<file path="config.mk">
export PLATFORM = sky130hd
export DESIGN_NAME = fill_rect_batch_merger
export DESIGN_NICKNAME = d
export VERILOG_FILES = /design/src/hw/rtl/frbm_pkg.sv /design/src/hw/rtl/frbm_merge.sv /design/src/hw/rtl/frbm_queue.sv /design/src/hw/rtl/fill_rect_batch_merger.sv
export SDC_FILE = /design/constraint.sdc
export NUM_CORES = 2
export LEC_CHECK = 0
export BUFFER_PORTS_ARGS = -buffer_cell sky130_fd_sc_hd__buf_2
export CAP_MARGIN = 25
export CORE_MARGIN = 3
export CORE_UTILIZATION = 25
export CTS_BUF_LIST = sky130_fd_sc_hd__clkbuf_4 sky130_fd_sc_hd__clkbuf_8
export DETAILED_ROUTE_END_ITERATION = 16
export GPL_TIMING_DRIVEN = 0
export SETUP_SLACK_MARGIN = 0.15
export SYNTH_ARGS = -nofsm -noshare
export SYNTH_HDL_FRONTEND = slang
export SYNTH_SLANG_ARGS = --single-unit
</file>
<file path="constraint.sdc">
create_clock -name i_clk -period 103.2 [get_ports i_clk]
set_clock_uncertainty 0.1 [all_clocks]
set_input_delay 20.64 -clock i_clk [delete_from_list [all_inputs] [get_ports i_clk]]
set_output_delay 20.64 -clock i_clk [all_outputs]
set_load 0.01 [all_outputs]
</file>
<file path="src/hw/rtl/frbm_pkg.sv">
// Shared types and command codes for the fill-rectangle batch merger.
`timescale 1ns / 1ps

package frbm_pkg;

    localparam logic [3:0] KIND_NONE         = 4'd0;
    localparam logic [3:0] KIND_FILL_RECT    = 4'd1;
    localparam logic [3:0] KIND_STROKE_RECT  = 4'd2;
    localparam logic [3:0] KIND_FILL_CIRCLE  = 4'd3;
    localparam logic [3:0] KIND_STROKE_CIRC  = 4'd4;
    localparam logic [3:0] KIND_TEXT         = 4'd5;
    localparam logic [3:0] KIND_GRADIENT     = 4'd6;
    localparam logic [3:0] KIND_CLIP_START   = 4'd7;
    localparam logic [3:0] KIND_CLIP_END     = 4'd8;

    localparam int KIND_BITS    = 4;
    localparam int DEPTH_BITS   = 16;
    localparam int RADIUS_BITS  = 24;
    localparam int COLOUR_BITS  = 32;
    localparam int WORD64_BITS  = 64;

    typedef struct packed {
        logic displaced;
        logic flushed;
    } t_push;

endpackage

</file>
<file path="src/hw/rtl/frbm_merge.sv">
// Held command register with the merge decision and bounding-box update.
`timescale 1ns / 1ps

module frbm_merge #(
    parameter int COORD_BITS = 24,
    parameter int DATA_W     = 336
) (
    input  logic              i_clk,
    input  logic              i_rst_n,
    input  logic              i_accept,
    input  logic [DATA_W-1:0] i_data,
    input  logic              i_last,
    output frbm_pkg::t_push   o_push,
    output logic [DATA_W-1:0] o_displaced_data,
    output logic [DATA_W-1:0] o_flushed_data
);
    import frbm_pkg::*;

    localparam int C      = COORD_BITS;
    localparam int SW     = COORD_BITS - 1;
    localparam int EW     = COORD_BITS + 2;
    localparam int O_DEP  = KIND_BITS;
    localparam int O_LEFT = O_DEP + DEPTH_BITS;
    localparam int O_TOP  = O_LEFT + C;
    localparam int O_W    = O_TOP + C;
    localparam int O_H    = O_W + SW;
    localparam int O_RAD  = O_H + SW;
    localparam int O_COL  = O_RAD + RADIUS_BITS;
    localparam int O_SEC  = O_COL + COLOUR_BITS;
    localparam int O_STY  = O_SEC + COLOUR_BITS;
    localparam int O_CON  = O_STY + WORD64_BITS;
    localparam int USED_W = O_CON + WORD64_BITS;

    logic                   r_valid;
    logic [KIND_BITS-1:0]   r_kind;
    logic [DEPTH_BITS-1:0]  r_depth;
    logic [C-1:0]           r_left;
    logic [C-1:0]           r_top;
    logic [SW-1:0]          r_width;
    logic [SW-1:0]          r_height;
    logic [RADIUS_BITS-1:0] r_radius;
    logic [COLOUR_BITS-1:0] r_colour;
    logic [COLOUR_BITS-1:0] r_second;
    logic [WORD64_BITS-1:0] r_style;
    logic [WORD64_BITS-1:0] r_content;

    logic                   n_valid;
    logic [KIND_BITS-1:0]   n_kind;
    logic [DEPTH_BITS-1:0]  n_depth;
    logic [C-1:0]           n_left;
    logic [C-1:0]           n_top;
    logic [SW-1:0]          n_width;
    logic [SW-1:0]          n_height;
    logic [RADIUS_BITS-1:0] n_radius;
    logic [COLOUR_BITS-1:0] n_colour;
    logic [COLOUR_BITS-1:0] n_second;
    logic [WORD64_BITS-1:0] n_style;
    logic [WORD64_BITS-1:0] n_content;

    logic [KIND_BITS-1:0]   in_kind;
    logic [DEPTH_BITS-1:0]  in_depth;
    logic [C-1:0]           in_left;
    logic [C-1:0]           in_top;
    logic [SW-1:0]          in_width;
    logic [SW-1:0]          in_height;
    logic [RADIUS_BITS-1:0] in_radius;
    logic [COLOUR_BITS-1:0] in_colour;
    logic                   merge;
    logic [C-1:0]           mrg_left;
    logic [C-1:0]           mrg_top;
    logic [SW-1:0]          mrg_width;
    logic [SW-1:0]          mrg_height;

    function automatic logic [DATA_W-1:0] pack_cmd(
        input logic [KIND_BITS-1:0]   kind,
        input logic [DEPTH_BITS-1:0]  depth,
        input logic [C-1:0]           left,
        input logic [C-1:0]           top,
        input logic [SW-1:0]          width,
        input logic [SW-1:0]          height,
        input logic [RADIUS_BITS-1:0] radius,
        input logic [COLOUR_BITS-1:0] colour,
        input logic [COLOUR_BITS-1:0] second,
        input logic [WORD64_BITS-1:0] style,
        input logic [WORD64_BITS-1:0] content
    );
        logic [DATA_W-1:0] d;
        d = '0;
        d[0 +: KIND_BITS]        = kind;
        d[O_DEP +: DEPTH_BITS]   = depth;
        d[O_LEFT +: C]           = left;
        d[O_TOP +: C]            = top;
        d[O_W +: SW]             = width;
        d[O_H +: SW]             = height;
        d[O_RAD +: RADIUS_BITS]  = radius;
        d[O_COL +: COLOUR_BITS]  = colour;
        d[O_SEC +: COLOUR_BITS]  = second;
        d[O_STY +: WORD64_BITS]  = style;
        d[O_CON +: WORD64_BITS]  = content;
        return d;
    endfunction

    // Bounding box of two spans on one axis; the extent saturates at the size maximum.
    function automatic logic [C+SW-1:0] merge_axis(
        input logic [C-1:0]  a_lo,
        input logic [SW-1:0] a_len,
        input logic [C-1:0]  b_lo,
        input logic [SW-1:0] b_len
    );
        logic signed [EW-1:0] a0;
        logic signed [EW-1:0] b0;
        logic signed [EW-1:0] a1;
        logic signed [EW-1:0] b1;
        logic signed [EW-1:0] lo;
        logic signed [EW-1:0] hi;
        logic signed [EW-1:0] ext;
        logic signed [EW-1:0] size_max;
        logic [SW-1:0]        len;
        a0 = {{2{a_lo[C-1]}}, a_lo};
        b0 = {{2{b_lo[C-1]}}, b_lo};
        a1 = a0 + {3'b000, a_len};
        b1 = b0 + {3'b000, b_len};
        lo = (a0 < b0) ? a0 : b0;
        hi = (a1 > b1) ? a1 : b1;
        ext = hi - lo;
        size_max = {3'b000, {SW{1'b1}}};
        len = (ext > size_max) ? {SW{1'b1}} : ext[SW-1:0];
        return {lo[C-1:0], len};
    endfunction

    assign in_kind   = i_data[0 +: KIND_BITS];
    assign in_depth  = i_data[O_DEP +: DEPTH_BITS];
    assign in_left   = i_data[O_LEFT +: C];
    assign in_top    = i_data[O_TOP +: C];
    assign in_width  = i_data[O_W +: SW];
    assign in_height = i_data[O_H +: SW];
    assign in_radius = i_data[O_RAD +: RADIUS_BITS];
    assign in_colour = i_data[O_COL +: COLOUR_BITS];

    assign merge = r_valid && (r_kind == KIND_FILL_RECT) && (in_kind == KIND_FILL_RECT)
                   && (r_depth == in_depth) && (r_radius == '0) && (in_radius == '0)
                   && (r_colour == in_colour);

    assign {mrg_left, mrg_width}  = merge_axis(r_left, r_width, in_left, in_width);
    assign {mrg_top, mrg_height}  = merge_axis(r_top, r_height, in_top, in_height);

    always_comb begin
        n_valid   = r_valid;
        n_kind    = r_kind;
        n_depth   = r_depth;
        n_left    = r_left;
        n_top     = r_top;
        n_width   = r_width;
        n_height  = r_height;
        n_radius  = r_radius;
        n_colour  = r_colour;
        n_second  = r_second;
        n_style   = r_style;
        n_content = r_content;
        if (i_accept) begin
            if (merge) begin
                n_left   = mrg_left;
                n_top    = mrg_top;
                n_width  = mrg_width;
                n_height = mrg_height;
            end else begin
                n_kind    = in_kind;
                n_depth   = in_depth;
                n_left    = in_left;
                n_top     = in_top;
                n_width   = in_width;
                n_height  = in_height;
                n_radius  = in_radius;
                n_colour  = in_colour;
                n_second  = i_data[O_SEC +: COLOUR_BITS];
                n_style   = i_data[O_STY +: WORD64_BITS];
                n_content = i_data[O_CON +: WORD64_BITS];
            end
            n_valid = !i_last;
        end
    end

    assign o_push.displaced = i_accept && r_valid && !merge;
    assign o_push.flushed   = i_accept && i_last;

    assign o_displaced_data = pack_cmd(r_kind, r_depth, r_left, r_top, r_width, r_height,
                                       r_radius, r_colour, r_second, r_style, r_content);

    // A flush carries the command as it stands after this transfer has been applied.
    assign o_flushed_data = pack_cmd(n_kind, n_depth, n_left, n_top, n_width, n_height,
                                     n_radius, n_colour, n_second, n_style, n_content);

    always_ff @(posedge i_clk) begin
        if (!i_rst_n) begin
            r_valid <= 1'b0;
        end else begin
            r_valid <= n_valid;
        end
    end

    always_ff @(posedge i_clk) begin
        r_kind    <= n_kind;
        r_depth   <= n_depth;
        r_left    <= n_left;
        r_top     <= n_top;
        r_width   <= n_width;
        r_height  <= n_height;
        r_radius  <= n_radius;
        r_colour  <= n_colour;
        r_second  <= n_second;
        r_style   <= n_style;
        r_content <= n_content;
    end

    if (USED_W > DATA_W) begin : g_width_check
        $error("DATA_W is too narrow for the command fields.");
    end

endmodule

</file>
<file path="src/hw/rtl/frbm_queue.sv">
// Four-entry result queue that takes up to two results per cycle.
`timescale 1ns / 1ps

module frbm_queue #(
    parameter int DATA_W = 336
) (
    input  logic              i_clk,
    input  logic              i_rst_n,
    input  frbm_pkg::t_push   i_push,
    input  logic [DATA_W-1:0] i_displaced_data,
    input  logic [DATA_W-1:0] i_flushed_data,
    output logic              o_room,
    output logic              o_valid,
    input  logic              i_pop,
    output logic [DATA_W-1:0] o_data,
    output logic              o_last
);
    import frbm_pkg::*;

    logic [DATA_W:0] r_mem [4];
    logic [1:0]      r_wr_ptr;
    logic [1:0]      r_rd_ptr;
    logic [2:0]      r_count;
    logic [1:0]      n_wr_ptr;
    logic [1:0]      n_rd_ptr;
    logic [2:0]      n_count;
    logic [1:0]      flush_ptr;
    logic            pop;

    assign pop       = i_pop && (r_count != 3'd0);
    assign flush_ptr = r_wr_ptr + {1'b0, i_push.displaced};

    always_comb begin
        n_wr_ptr = r_wr_ptr + {1'b0, i_push.displaced} + {1'b0, i_push.flushed};
        n_rd_ptr = r_rd_ptr + {1'b0, pop};
        n_count  = r_count + {2'b00, i_push.displaced} + {2'b00, i_push.flushed}
                   - {2'b00, pop};
    end

    always_ff @(posedge i_clk) begin
        if (!i_rst_n) begin
            r_wr_ptr <= 2'd0;
            r_rd_ptr <= 2'd0;
            r_count  <= 3'd0;
        end else begin
            r_wr_ptr <= n_wr_ptr;
            r_rd_ptr <= n_rd_ptr;
            r_count  <= n_count;
        end
    end

    always_ff @(posedge i_clk) begin
        for (int i = 0; i < 4; i++) begin
            if (i_push.displaced && (r_wr_ptr == 2'(i))) begin
                r_mem[i] <= {1'b0, i_displaced_data};
            end else if (i_push.flushed && (flush_ptr == 2'(i))) begin
                r_mem[i] <= {1'b1, i_flushed_data};
            end
        end
    end

    // Room for the two results a single transfer can produce.
    assign o_room  = (r_count <= 3'd2);
    assign o_valid = (r_count != 3'd0);
    assign o_data  = r_mem[r_rd_ptr][DATA_W-1:0];
    assign o_last  = r_mem[r_rd_ptr][DATA_W];

endmodule

</file>
<file path="src/hw/rtl/fill_rect_batch_merger.sv">
// Top level of the fill-rectangle batch merger.
// A result is registered in the result queue and offered on the master side from there.
// Throughput: one command per cycle while the queue has room; a final command with a displaced
// one yields two results, which the queue drains one per cycle while m_axis_tready is high.
// Reset clears the held command and the result queue; no command is held afterward.
`timescale 1ns / 1ps

module fill_rect_batch_merger #(
    parameter int COORD_BITS = 24
) (
    input  logic i_clk,
    input  logic i_rst_n,
    input  logic s_axis_tvalid,
    output logic s_axis_tready,
    // cmd_kind, depth_key, left_x, top_y, box_width, box_height, corner_radius,
    // main_colour, second_colour, style_word, content_ref, then zero fill.
    input  logic [(((234 + 4*COORD_BITS) + 7) / 8) * 8 - 1:0] s_axis_tdata,
    input  logic s_axis_tlast,
    output logic m_axis_tvalid,
    input  logic m_axis_tready,
    // out_kind, out_depth, out_left, out_top, out_width, out_height, out_radius,
    // out_colour, out_second_colour, out_style, out_content, then zero fill.
    output logic [(((234 + 4*COORD_BITS) + 7) / 8) * 8 - 1:0] m_axis_tdata,
    output logic m_axis_tlast
);
    import frbm_pkg::*;

    localparam int DATA_W = (((234 + 4*COORD_BITS) + 7) / 8) * 8;

    logic              accept;
    logic              room;
    t_push             push;
    logic [DATA_W-1:0] displaced_data;
    logic [DATA_W-1:0] flushed_data;

    assign s_axis_tready = room;
    assign accept        = s_axis_tvalid && room;

    frbm_merge #(
        .COORD_BITS (COORD_BITS),
        .DATA_W     (DATA_W)
    ) u_merge (
        .i_clk            (i_clk),
        .i_rst_n          (i_rst_n),
        .i_accept         (accept),
        .i_data           (s_axis_tdata),
        .i_last           (s_axis_tlast),
        .o_push           (push),
        .o_displaced_data (displaced_data),
        .o_flushed_data   (flushed_data)
    );

    frbm_queue #(
        .DATA_W (DATA_W)
    ) u_queue (
        .i_clk            (i_clk),
        .i_rst_n          (i_rst_n),
        .i_push           (push),
        .i_displaced_data (displaced_data),
        .i_flushed_data   (flushed_data),
        .o_room           (room),
        .o_valid          (m_axis_tvalid),
        .i_pop            (m_axis_tready),
        .o_data           (m_axis_tdata),
        .o_last           (m_axis_tlast)
    );

endmodule

</file>
==> results.cfg <==
[synth]
synth.distinct_cells = 99
synth-async-reset-ratio = 0
synth_edf_count = 1323
yosysWarnings = 0
syn_avg_cell_area_um2 = 11.66
synthCells = 7284
syn_area_mm2 = 0.08493
synth-seq-cells = 1662
ys.flop_type = edfxtp_1
ys_seq_area_frac = 0.5477

[global_route]
grt_use_total = 0.1781
grt_pass1_vias = 62650
grt_overflow = 0
use_met1 = 0.2278
antenna_found_initial = 120
grt_max_degree = 51
grt_use_met3 = 0.04350
grt_most_used_layer = met2
grt_pass1_wl_um = 452700
grt_util_met2 = 0.2739

[die]
rows = 213
num_io_pins = 680
initial_core_util = 0.2517
die_h_um = 588.9
core_area_mm2 = 0.3374
die_w_um = 588.9
dieArea_mm2 = 0.3468

[final_layout]
stdcell_count = 13180
areaGrowthSynthToFinish_pct = 20.70
final_area_mm2 = 0.1025
most-common-layout-cells = edfxtp_1 (1323), nand2_1 (1185), o21ai_0 (1050)
drive_gt1_frac = 0.2283
nets = 8960
final_common_cell = edfxtp_1
fillers = 34390

[route]
drtIter0Drc = 6153
dr_total_vias = 65080
routed_via_density = 4.937
wl_um = 321600
drc = 0
post_drt_wl_per_cell_um = 24.40
detail-route-antenna-nets = 0
dr.pass1.iters = 8

[worst_setup_path]
crit_path_max_fanout = 10
cp_slowest_stage_delay_ns = 0.63
critPathKind = in -> reg
startpoint_type = input pin
endpoint_kind = flip-flop
r2r_cells = 37
slowest_stage = a2111oi_0
arrival_ns = 30.60
worst_path_most_repeated_cell = o21ai_0
required_ns = 103.99

[cts]
cts_buffers = 293
cts_buffer_depth = 4
htreeDepth = 5
clock-sinks = 1662
cts_resized = 0
worstSkewPairLatency_ns = 1.05
ctsHoldBuffers = 0
clk_transition_reported_paths_ns = 0.07
clockRootBuffer = clkbuf_8
post_cts_buffers = 0
cts_tree = yes

[sta]
rsz0062_at_grt = no
min_period_ns = 29.82
final-setup-viol-count = 0
tightest_slew_ns = 1.171
hold_viol = 0
setup_ws_ns = 73.38
relSlewSlack = 0.2190
setup_tns_ns = 0
finalCritPeriodShare = 0.2889
hold_ws_ns = 0.3749
max_freq_mhz = 33.54
final_max_slew_viol_count = 0

[place]
dpl_worst_slack_ns = 72.48
post-dp-hpwl_um = 241000
place.gp.congestion = 0.8995
port_buffers = 666
dp_cells = 12580
dpl_cell_area_mm2 = 0.09613

[worst_hold_path]
min_path_type = reg -> reg
whs_path_depth = 2

[power]
powerDensity_mw_per_mm2 = 34.50
p_leak_nw = 40.29
ir_drop_mv = 0.02734

[job]
cap_violations = 0

[status]
outcome = finished, final reports clean
-- final timing paths --
check,startpoint,end,slack (ns)
max reg2reg,u_merge.r_width[0],u_merge.r_width[7],93.18
min,u_queue.r_mem[2][330],u_queue.r_mem[2][330],0.37
min reg2reg,u_queue.r_mem[2][330],u_queue.r_mem[2][330],0.37
max,s_axis_tdata[20],u_merge.r_width[7],73.38
-- cells by family (layout without fill, tap and decap cells) --
family | after synthesis | count (layout) | synth area share
multiplexers | 853 | 853 | 0.1526
flip-flops | 1662 | 1662 | 0.5477
AO/OA/AOI/OAI | 1761 | 1761 | 0.1182
buffers and inverters | 819 | 2140 | 0.03889
other | 1 | 64 | 0.00004415
XOR/XNOR | 158 | 158 | 0.01629
AND/OR/NAND/NOR | 1779 | 1779 | 0.08870
adder cells (fa/ha/maj) | 251 | 251 | 0.03764
-- routing by layer --
layer  part of all wire  wire (µm)
met5            0.00098        316
met2               0.45     144000
met4              0.060      19430
met1               0.40     128800
met3              0.091      29130
-- report_power, final --
part,internal [mW],switching [mW],total [mW]
Sequential,0.934,0.140,1.07
Combinational,0.738,1.08,1.82
Clock,0.350,0.291,0.641
Total,2.02,1.52,3.54
-- through the flow --
step / util / power, mW
CTS: 0.3029 / 3.534
global placement: 0.2784 / 2.954
floorplan: - / 2.336
finish: 0.3038 / 3.537
global route: 0.3036 / 3.777
detailed placement: 0.2849 / 2.883
-- sequential cells by signal, indices dropped and copies added, names as in the netlist --
| name | cells |
|---|---|
| u_queue.r_rd_ptr | 2 |
| u_queue.r_count | 3 |
| u_merge.r_content | 64 |
| u_merge.r_second | 32 |
| u_merge.r_height | 23 |
| u_merge.r_style | 64 |
| u_merge.r_valid | 1 |
| u_merge.r_depth | 16 |
| u_merge.r_colour | 32 |
| u_queue.r_mem | 1324 |
| u_merge.r_left | 24 |
| u_merge.r_radius | 24 |
| u_merge.r_top | 24 |
| u_merge.r_width | 23 |
| u_queue.r_wr_ptr | 2 |
| u_merge.r_kind | 4 |
-- final cells by class --
cell class / count / area, µm² / share of cell area
Sequential cell: 1662 / 46510 / 0.4537
Multi-Input combinational cell: 4808 / 35180 / 0.3432
Tap cell: 4515 / 5649 / 0.05511
Timing Repair Buffer: 786 / 5630 / 0.05492
Clock buffer: 442 / 5358 / 0.05226
Buffer: 440 / 1894 / 0.01848
Inverter: 379 / 1424 / 0.01389
Clock inverter: 93 / 716.9 / 0.006994
Antenna cell: 58 / 145.1 / 0.001416
-- worst max-delay path, delay by kind of cell --
kind | cells | cell delay, ns
buffers and inverters | 6 | 1.70
AO/OA/AOI/OAI | 20 | 5.09
AND/OR/NAND/NOR | 8 | 1.36
adder cells (fa/ha/maj) | 4 | 1.40
multiplexers | 1 | 0.35
-- cell usage after synthesis (17+ instances only) --
library cell  instances  area [µm²]
nor2b_1              24       150.1
o21a_1               24       180.2
o211ai_1             30       225.2
buf_1                48       180.2
nor4_1               38       237.7
dfxtp_1             339        6787
nor3_1               25       125.1
edfxtp_1           1323       39730
nor2_1              257       964.7
o21ai_1              79       395.4
mux4_2              331        7455
nand3_1              63       315.3
nand4_1              47       294.0
o21ai_0            1052        5265
mux2_2              166        1869
nand2b_1             52       325.3
inv_1               374        1404
a31oi_1              81       506.7
a22o_1               48       420.4
ha_1                241        3015
xor2_1               56       490.5
xnor2_1             102       893.4
a21o_1              103       773.2
and2_1               19       118.9
nand2_1            1185        4448
clkbuf_1            269        1010
buf_4                17       127.6
a211oi_1             20       150.1
a21oi_1             194       970.9
mux2_1               55       619.3
mux2i_1             301        3013
buf_2               101       505.5
Power figures use the tool's default switching activity.
